$ cat config.mk
export PLATFORM = sky130hd
export DESIGN_NAME = xorshift128_plus_generator_unit
export DESIGN_NICKNAME = d
export VERILOG_FILES = /design/src/hdl/xs128p_pkg.sv /design/src/hdl/xs128p_cfg.sv /design/src/hdl/xs128p_dp.sv /design/src/hdl/xs128p_ctrl.sv /design/src/hdl/xorshift128_plus_generator_unit.sv
export VERILOG_INCLUDE_DIRS = /design/src /design/src/hdl
export SDC_FILE = /design/constraint.sdc
export NUM_CORES = 1
export LEC_CHECK = 0
export BUFFER_PORTS_ARGS = -buffer_cell sky130_fd_sc_hd__buf_2
export CAP_MARGIN = 25
export CORE_MARGIN = 5
export CORE_UTILIZATION = 35
export CTS_CLUSTER_DIAMETER = 200
export DETAILED_ROUTE_END_ITERATION = 16
export GPL_ROUTABILITY_DRIVEN = 0
export PLACE_DENSITY = 0.57
export SETUP_SLACK_MARGIN = 0.3
export SYNTH_ARGS = -nofsm -noshare
export SYNTH_HDL_FRONTEND = slang
export SYNTH_SLANG_ARGS = --single-unit
$ cat constraint.sdc
create_clock -name clk -period 9.3 [get_ports clk]
set_input_delay 0.465 -clock clk [delete_from_list [all_inputs] [get_ports clk]]
set_output_delay 0.465 -clock clk [all_outputs]
set_load 0.01 [all_outputs]
$ cat src/hdl/assert_macros.svh
// Assertion helpers; clocked on clk.
`ifndef ASSERT_MACROS_SVH
`define ASSERT_MACROS_SVH

// Checked outside reset only.
`define XS_ASSERT(lbl, prop, msg) \
    lbl: assert property (@(posedge clk) disable iff (!rst_n) prop) else $error(msg);

// Checked at every edge, reset included.
`define XS_ASSERT_ALWAYS(lbl, prop, msg) \
    lbl: assert property (@(posedge clk) prop) else $error(msg);

`endif

$ cat src/hdl/xs128p_pkg.sv
package xs128p_pkg;

    localparam int unsigned WORD_WIDTH  = 64;
    localparam int unsigned OUT_WIDTH   = 64;
    localparam int unsigned SEED_WIDTH  = 64;
    localparam int unsigned COUNT_WIDTH = 16;
    localparam int unsigned DATA_WIDTH  = 64;
    localparam int unsigned ADDR_WIDTH  = 4;

    localparam int unsigned SHIFT_A = 23;
    localparam int unsigned SHIFT_B = 17;
    localparam int unsigned SHIFT_C = 26;

    localparam logic OP_LOAD    = 1'b0;
    localparam logic OP_ADVANCE = 1'b1;

    localparam logic REG_SEED_FIRST  = 1'b0;
    localparam logic REG_SEED_SECOND = 1'b1;

    localparam logic [SEED_WIDTH-1:0] SEED_FIRST_RESET  = SEED_WIDTH'(1);
    localparam logic [SEED_WIDTH-1:0] SEED_SECOND_RESET = SEED_WIDTH'(2);

    typedef enum logic [1:0] {
        ST_IDLE,
        ST_RUN,
        ST_PUT
    } state_t;

    typedef struct packed {
        logic load_seed;
        logic load_count;
        logic step;
        logic capture;
    } dp_cmd_t;

    typedef struct packed {
        logic in_count_zero;
        logic count_last;
    } dp_stat_t;

endpackage

$ cat src/hdl/xs128p_cfg.sv
module xs128p_cfg (
    input  logic                                 clk,
    input  logic                                 rst_n,
    input  logic                                 psel,
    input  logic                                 penable,
    input  logic                                 pwrite,
    input  logic [xs128p_pkg::ADDR_WIDTH-1:0]    paddr,
    input  logic [xs128p_pkg::DATA_WIDTH-1:0]    pwdata,
    output logic [xs128p_pkg::DATA_WIDTH-1:0]    prdata,
    output logic                                 pready,
    output logic [xs128p_pkg::SEED_WIDTH-1:0]    seed_first,
    output logic [xs128p_pkg::SEED_WIDTH-1:0]    seed_second
);

    logic [xs128p_pkg::SEED_WIDTH-1:0] seed_first_reg;
    logic [xs128p_pkg::SEED_WIDTH-1:0] seed_second_reg;
    logic                              wr_en;
    logic                              reg_sel;

    // 8-byte registers; bit 3 picks the register
    assign reg_sel = paddr[3];
    assign pready  = 1'b1;
    assign wr_en   = psel & penable & pwrite & pready;

    always_ff @(posedge clk or negedge rst_n)
    begin
        if (!rst_n)
        begin
            seed_first_reg  <= xs128p_pkg::SEED_FIRST_RESET;
            seed_second_reg <= xs128p_pkg::SEED_SECOND_RESET;
        end
        else if (wr_en)
        begin
            case (reg_sel)
                xs128p_pkg::REG_SEED_FIRST:  seed_first_reg  <= pwdata;
                xs128p_pkg::REG_SEED_SECOND: seed_second_reg <= pwdata;
                default: ;
            endcase
        end
    end

    always_comb
    begin
        case (reg_sel)
            xs128p_pkg::REG_SEED_FIRST:  prdata = seed_first_reg;
            xs128p_pkg::REG_SEED_SECOND: prdata = seed_second_reg;
            default:                     prdata = '0;
        endcase
    end

    assign seed_first  = seed_first_reg;
    assign seed_second = seed_second_reg;

endmodule

$ cat src/hdl/xs128p_dp.sv
module xs128p_dp (
    input  logic                                  clk,
    input  logic                                  rst_n,
    input  xs128p_pkg::dp_cmd_t                   cmd,
    output xs128p_pkg::dp_stat_t                  stat,
    input  logic [xs128p_pkg::COUNT_WIDTH-1:0]    step_count,
    input  logic [xs128p_pkg::SEED_WIDTH-1:0]     seed_first,
    input  logic [xs128p_pkg::SEED_WIDTH-1:0]     seed_second,
    output logic [xs128p_pkg::OUT_WIDTH-1:0]      state_low_word,
    output logic [xs128p_pkg::OUT_WIDTH-1:0]      state_high_word,
    output logic [xs128p_pkg::OUT_WIDTH-1:0]      random_sum
);

    localparam int unsigned W = xs128p_pkg::WORD_WIDTH;

    logic [W-1:0]                           first_reg;
    logic [W-1:0]                           first_next;
    logic [W-1:0]                           second_reg;
    logic [W-1:0]                           second_next;
    logic [xs128p_pkg::COUNT_WIDTH-1:0]     count_reg;
    logic [xs128p_pkg::COUNT_WIDTH-1:0]     count_next;
    logic [W-1:0]                           mix;
    logic [W-1:0]                           step_second;
    logic [W-1:0]                           sum;
    logic [xs128p_pkg::OUT_WIDTH-1:0]       low_reg;
    logic [xs128p_pkg::OUT_WIDTH-1:0]       high_reg;
    logic [xs128p_pkg::OUT_WIDTH-1:0]       sum_reg;

    // one xorshift128+ update
    assign mix         = first_reg ^ (first_reg << xs128p_pkg::SHIFT_A);
    assign step_second = mix ^ second_reg ^ (mix >> xs128p_pkg::SHIFT_B)
                         ^ (second_reg >> xs128p_pkg::SHIFT_C);
    assign sum         = first_reg + second_reg;

    always_comb
    begin
        first_next  = first_reg;
        second_next = second_reg;
        count_next  = count_reg;
        if (cmd.load_seed)
        begin
            first_next  = seed_first[W-1:0];
            second_next = seed_second[W-1:0];
        end
        else if (cmd.step)
        begin
            first_next  = second_reg;
            second_next = step_second;
        end
        if (cmd.load_count)
            count_next = step_count;
        else if (cmd.step)
            count_next = count_reg - 1'b1;
    end

    always_ff @(posedge clk or negedge rst_n)
    begin
        if (!rst_n)
        begin
            first_reg  <= '0;
            second_reg <= '0;
        end
        else
        begin
            first_reg  <= first_next;
            second_reg <= second_next;
        end
    end

    always_ff @(posedge clk)
    begin
        count_reg <= count_next;
        if (cmd.capture)
        begin
            low_reg  <= xs128p_pkg::OUT_WIDTH'(first_reg);
            high_reg <= xs128p_pkg::OUT_WIDTH'(second_reg);
            sum_reg  <= xs128p_pkg::OUT_WIDTH'(sum);
        end
    end

    assign stat.in_count_zero = (step_count == '0);
    assign stat.count_last    = (count_reg == xs128p_pkg::COUNT_WIDTH'(1));

    assign state_low_word  = low_reg;
    assign state_high_word = high_reg;
    assign random_sum      = sum_reg;

endmodule

$ cat src/hdl/xs128p_ctrl.sv
`include "assert_macros.svh"

module xs128p_ctrl (
    input  logic                  clk,
    input  logic                  rst_n,
    input  logic                  in_valid,
    output logic                  in_ready,
    input  logic                  opcode,
    output logic                  out_valid,
    input  logic                  out_ready,
    input  xs128p_pkg::dp_stat_t  stat,
    output xs128p_pkg::dp_cmd_t   cmd
);

    xs128p_pkg::state_t state_reg;
    xs128p_pkg::state_t state_next;
    logic               out_valid_reg;
    logic               out_valid_next;
    logic               accept;
    logic               out_free;

    assign accept   = in_valid & in_ready;
    assign out_free = ~out_valid_reg | out_ready;

    always_comb
    begin
        state_next = state_reg;
        case (state_reg)
            xs128p_pkg::ST_IDLE:
            begin
                if (accept)
                begin
                    if (opcode == xs128p_pkg::OP_ADVANCE && !stat.in_count_zero)
                        state_next = xs128p_pkg::ST_RUN;
                    else
                        state_next = xs128p_pkg::ST_PUT;
                end
            end
            xs128p_pkg::ST_RUN:
            begin
                if (stat.count_last)
                    state_next = xs128p_pkg::ST_PUT;
            end
            xs128p_pkg::ST_PUT:
            begin
                if (out_free)
                    state_next = xs128p_pkg::ST_IDLE;
            end
            default: state_next = xs128p_pkg::ST_IDLE;
        endcase
    end

    always_comb
    begin
        in_ready       = 1'b0;
        cmd            = '0;
        out_valid_next = out_valid_reg & ~out_ready;
        case (state_reg)
            xs128p_pkg::ST_IDLE:
            begin
                in_ready       = 1'b1;
                cmd.load_count = accept;
                cmd.load_seed  = accept & (opcode == xs128p_pkg::OP_LOAD);
            end
            xs128p_pkg::ST_RUN:
            begin
                cmd.step = 1'b1;
            end
            xs128p_pkg::ST_PUT:
            begin
                cmd.capture = out_free;
                if (out_free)
                    out_valid_next = 1'b1;
            end
            default: ;
        endcase
    end

    always_ff @(posedge clk or negedge rst_n)
    begin
        if (!rst_n)
        begin
            state_reg     <= xs128p_pkg::ST_IDLE;
            out_valid_reg <= 1'b0;
        end
        else
        begin
            state_reg     <= state_next;
            out_valid_reg <= out_valid_next;
        end
    end

    assign out_valid = out_valid_reg;

    `XS_ASSERT(a_capture_free, cmd.capture |-> (!out_valid_reg || out_ready), "result overwritten")
    `XS_ASSERT(a_step_alone, cmd.step |-> (!cmd.load_seed && !cmd.capture), "step clashes")
    `XS_ASSERT(a_load_put, (accept && opcode == xs128p_pkg::OP_LOAD) |=> (state_reg == xs128p_pkg::ST_PUT), "load skipped result")
    `XS_ASSERT(a_capture_valid, cmd.capture |=> out_valid_reg, "capture lost valid")
    `XS_ASSERT_ALWAYS(a_rst_clear, !rst_n |=> !out_valid_reg, "valid out of reset")

endmodule

$ cat src/hdl/xorshift128_plus_generator_unit.sv
// xorshift128+ generator. A load beat (opcode 0) copies the seed registers into the
// state and presents its result once the PUT state has captured it in the output
// register. An advance beat runs one update per cycle in the RUN state, step_count
// updates in all (none for a count of zero), before PUT captures its result. The
// single update unit works on one item at a time, and a new beat is taken the cycle
// after the previous result is captured in the output register, while that result may
// still wait for out_ready. A result held by out_ready stalls the following item only
// when that item is ready to capture.
// Seeds are 64-bit APB registers at 0x0 (seed_first) and 0x8 (seed_second); write them
// only while the block is idle.
module xorshift128_plus_generator_unit (
    input  logic                                 clk,
    input  logic                                 rst_n,
    input  logic                                 psel,
    input  logic                                 penable,
    input  logic                                 pwrite,
    input  logic [xs128p_pkg::ADDR_WIDTH-1:0]    paddr,
    input  logic [xs128p_pkg::DATA_WIDTH-1:0]    pwdata,
    output logic [xs128p_pkg::DATA_WIDTH-1:0]    prdata,
    output logic                                 pready,
    input  logic                                 in_valid,
    output logic                                 in_ready,
    input  logic                                 opcode,
    input  logic [xs128p_pkg::COUNT_WIDTH-1:0]   step_count,
    output logic                                 out_valid,
    input  logic                                 out_ready,
    output logic [xs128p_pkg::OUT_WIDTH-1:0]     state_low_word,
    output logic [xs128p_pkg::OUT_WIDTH-1:0]     state_high_word,
    output logic [xs128p_pkg::OUT_WIDTH-1:0]     random_sum
);

    logic [xs128p_pkg::SEED_WIDTH-1:0] seed_first;
    logic [xs128p_pkg::SEED_WIDTH-1:0] seed_second;
    xs128p_pkg::dp_cmd_t               cmd;
    xs128p_pkg::dp_stat_t              stat;

    xs128p_cfg u_cfg (
        .clk         (clk),
        .rst_n       (rst_n),
        .psel        (psel),
        .penable     (penable),
        .pwrite      (pwrite),
        .paddr       (paddr),
        .pwdata      (pwdata),
        .prdata      (prdata),
        .pready      (pready),
        .seed_first  (seed_first),
        .seed_second (seed_second)
    );

    xs128p_ctrl u_ctrl (
        .clk       (clk),
        .rst_n     (rst_n),
        .in_valid  (in_valid),
        .in_ready  (in_ready),
        .opcode    (opcode),
        .out_valid (out_valid),
        .out_ready (out_ready),
        .stat      (stat),
        .cmd       (cmd)
    );

    xs128p_dp u_dp (
        .clk             (clk),
        .rst_n           (rst_n),
        .cmd             (cmd),
        .stat            (stat),
        .step_count      (step_count),
        .seed_first      (seed_first),
        .seed_second     (seed_second),
        .state_low_word  (state_low_word),
        .state_high_word (state_high_word),
        .random_sum      (random_sum)
    );

endmodule
==> results <==
- The TritonCTS clock tree is built.
- The number of flip-flops and latches in the synthesized netlist is 467.
- The peak clock frequency supported by timing is 275 MHz.
- Of the cells placed in the final design, the portion with a size suffix greater than 1 is ~29%.
- The commonest non-fill, non-tap cell in the layout is sky130_fd_sc_hd__buf_2.
- The summed instance area of the synthesized netlist is 23100 um^2.
- The delay of the slowest critical-path stage is 0.49 ns.
- The detail route stage leaves a number of antenna-violating nets equal to 0.
- After synthesis, the cell types taking the most area are sky130_fd_sc_hd__dfrtp_1 28%, sky130_fd_sc_hd__edfxtp_1 27%, sky130_fd_sc_hd__mux2_2 9.4%, sky130_fd_sc_hd__xnor2_1 6.0%, sky130_fd_sc_hd__nand2_1 3.7%.
- The number of buffers inserted by port buffering is 346.
- The final count of pins violating max slew is 0.
- The first detailed-routing pass ran for 6 iterations.
- The minimum clock period after layout is 3.64 ns.
- After synthesis, flip-flops and latches occupy 55.2% of the total area.
- Counting along the longest clock path gives a buffer depth of 3.
- The endpoint class of the critical path is a flop.
- The worst path meets setup with between 5 and 6 ns of slack.
- The measured slew at the worst slew-check pin is 1.09 ns.
- The most numerous cell on the critical path is sky130_fd_sc_hd__a21oi_1.
- The clock sink count is 467.
- The wire length per cell after detailed routing is 25.5 um.
- The sum of routed wire length over all layers is 81.0 mm.
- Dividing the detail-routed via count by the number of cells gives 5.45.
- The top cell types in the final layout, fill and taps aside, are 345 x sky130_fd_sc_hd__buf_2, 257 x sky130_fd_sc_hd__dfrtp_1, 228 x sky130_fd_sc_hd__nand2_1.
- Power comes to 4770 uW.
- The placeable core region is around 66000 um^2.
- In this run the cell area measured after placement is 25600 um^2.
- The number of CTS-inserted buffers is 51.
- Before CTS, the worst setup slack after placement is 5.82 ns.
- The final-report hold violation count is 0.
- In this run the power density over the cells is about 180 nW/um^2.
- The largest individual stage delay along the critical path comes from the cell sky130_fd_sc_hd__o31ai_1.
- After technology mapping, the gate count stands at 1962.
- The number of antenna violations at the first check in global routing was 17.
- During synthesis, Yosys emitted a total of 0 warnings.
- Compared with the post-synthesis result, the final layout area differs by 18.3%.
- The number of global-route vias before repair is 17300.
- After layout, the worst path uses roughly two fifths of the clock period.
- After legalization and detailed placement, the total HPWL measured 59.3 mm.
- The post-route cell area is 27300 um^2.
- The worst hold path belongs to the class input pin to flop.
- Counting flops with a built-in enable in the synthesized netlist gives 208.
- The kind of launch point of the worst setup path is a flop.
- The critical path required time is between 9 and 10 ns.
- Once the clock tree was built, the resizer swapped 0 gates to a different size.
- IR analysis of the VDD net gives a maximum drop of 141 uV.
- The full die area is 71100 um^2.
- After global routing the overflow that remains totals 0.
- The starting density of the core is 35.2%.
- The data arrival time of the critical path is roughly 4.0 ns.
- The wire length of the first global-routing pass is 117 mm.
- The vertical die dimension is 267 um.
- The largest total area in the synthesized netlist belongs to sky130_fd_sc_hd__dfrtp_1.
- The net count of the mapped netlist is 2120.
- Setup repair after global routing left no endpoint under its margin.
- The deepest level of the CTS H-tree is 2.
- The accumulated negative setup slack is 0 ns.
- The die is approximately 270 um wide.
- The area share of the largest cell type after synthesis is 27.9%.
- Clock-pin slew was measured on the worst setup and hold paths at 0.06 ns.
- Measured against its own limit, the worst slew margin works out to 27.4%.
- Once layout is complete, the utilization of the core stands at 41.6%.
- Global routing consumed, over all layers together, 22.0% of the routing resources.
- After the first detailed-routing iteration, the DRC count stood at 1535.
- The critical path goes through ha_1, a21oi_1, nor2_2, o31ai_1, nand4_1, o211ai_2, a21oi_1, o31ai_2, nor3_1, a311oi_1.
- The number of max-cap violations is 0.
- The final layout contains 2423 nets.
- Entering global routing, the biggest net connects between 150 and 200 pins.
- In this run the static leakage power is between 0.01 and 0.015 uW.
- The average cell area after synthesis is 11.8 um^2.
- The maximum net fanout on the critical path is 5.
- The distinct cell type count after synthesis is 76.
- The final routed DRC violation total is 0.
- Setup violations remaining at the end of the flow were counted as 0.
- Detailed routing inserted a total of 17300 vias.
- The start-to-end type of the worst setup path is flop to flop.
- The share of flip-flops with an asynchronous set or reset after synthesis is 55.5%.
- Clock latency on the worst-skew pair, taken at its later pin, is 0.62 ns.
- The I/O pin count is 351.
- The most frequently used flop master after synthesis is sky130_fd_sc_hd__dfrtp_1.
- On the final layout, the worst clock skew is 0.0301 ns.
- The row count is 94.
- The filler cell count is 6139.
- The run finished with clean final reports.
- In this run the clock root is driven by a sky130_fd_sc_hd__clkbuf_16.
[cell usage after synthesis (30+ instances only)]
| cell | count |
|---|---|
| sky130_fd_sc_hd__a22oi_1 | 92 |
| sky130_fd_sc_hd__ha_1 | 65 |
| sky130_fd_sc_hd__o21ai_0 | 98 |
| sky130_fd_sc_hd__a21o_1 | 42 |
| sky130_fd_sc_hd__xnor2_1 | 158 |
| sky130_fd_sc_hd__clkbuf_1 | 87 |
| sky130_fd_sc_hd__edfxtp_1 | 208 |
| sky130_fd_sc_hd__mux2_2 | 192 |
| sky130_fd_sc_hd__nor2_1 | 67 |
| sky130_fd_sc_hd__xor2_1 | 59 |
| sky130_fd_sc_hd__a21oi_1 | 104 |
| sky130_fd_sc_hd__dfrtp_1 | 257 |
| sky130_fd_sc_hd__nand2_1 | 228 |
| sky130_fd_sc_hd__nor3_1 | 30 |
[cell type report]
cell class / instances / area, um^2 / area share [%]
Clock buffer: 75 / 1450 / 5.31
Sequential cell: 467 / 12700 / 46.7
Timing Repair Buffer: 364 / 1940 / 7.13
Tap cell: 864 / 1080 / 3.96
Clock inverter: 20 / 194 / 0.711
Inverter: 28 / 105 / 0.385
Antenna cell: 6 / 15.0 / 0.0550
Multi-Input combinational cell: 1353 / 9760 / 35.8
[timing repair]
item / 4_1_cts / 5_1_grt
hold buffers: 1 / 0
buffers inserted: 0 / 0
endpoints found under the setup margin: 0 / 0
endpoints found under the hold margin: 99 / 0
[routing by layer]
| metal | track usage [%] | up-vias | routed length [um] |
|---|---|---|---|
| li1 | - | 7751 | - |
| met3 | 4.63 | 161 | 6200 |
| met1 | 29.1 | 8695 | 32800 |
| met5 | 0 | - | 122 |
| met2 | 35.6 | 687 | 38500 |
| met4 | 8.51 | 18 | 3340 |
[per-stage QoR]
step                      std cells  hold slack, ns
after global placement         3072           0.482
final                          3177          0.0874
after floorplan                1962           0.169
after detailed placement       3074           0.490
after global routing           3172          0.0834
after CTS                      3170          0.0577
[path summary, 6_finish.rpt]
path	startpoint	end	depth (start not counted)	slack [ns]
setup reg to reg	u_dp.second_reg[1]	u_dp.random_sum[61]	10	5.66
setup / recovery	u_dp.second_reg[1]	u_dp.random_sum[61]	10	5.66
min in group asynchronous	rst_n	u_cfg.seed_second[0]	2	0.45
hold / removal	pwdata[8]	u_cfg.seed_first[8]	2	0.09
max in group asynchronous	rst_n	u_cfg.seed_second[55]	3	7.44
hold reg to reg	u_cfg.seed_first[52]	u_dp.first_reg[52]	2	0.51
[critical path: cells and delay by family (launching register included)]
| family | cells | cell delay, ns |
|---|---|---|
| compound gates | 6 | 2.08 |
| simple gates | 3 | 0.53 |
| flops | 1 | 0.44 |
| fa+ha+maj | 1 | 0.35 |
[cells by family after synthesis]
family	share of synthesized area, %
buffers and inverters	2.62
and+or+nand+nor	8.49
AOI/OAI and AO/OA	12.4
adders and majority gates	3.61
DFF	55.2
muxes	9.42
xor gates and xnor gates	8.24
other	0.0163
[where the power goes]
part           switching (uW)  total, uW  internal (uW)
registers                 105       2370           2270
clock network             860       2000           1140
logic                     192        401            209
total                    1160       4770           3620
Power figures use the tool's default switching activity.
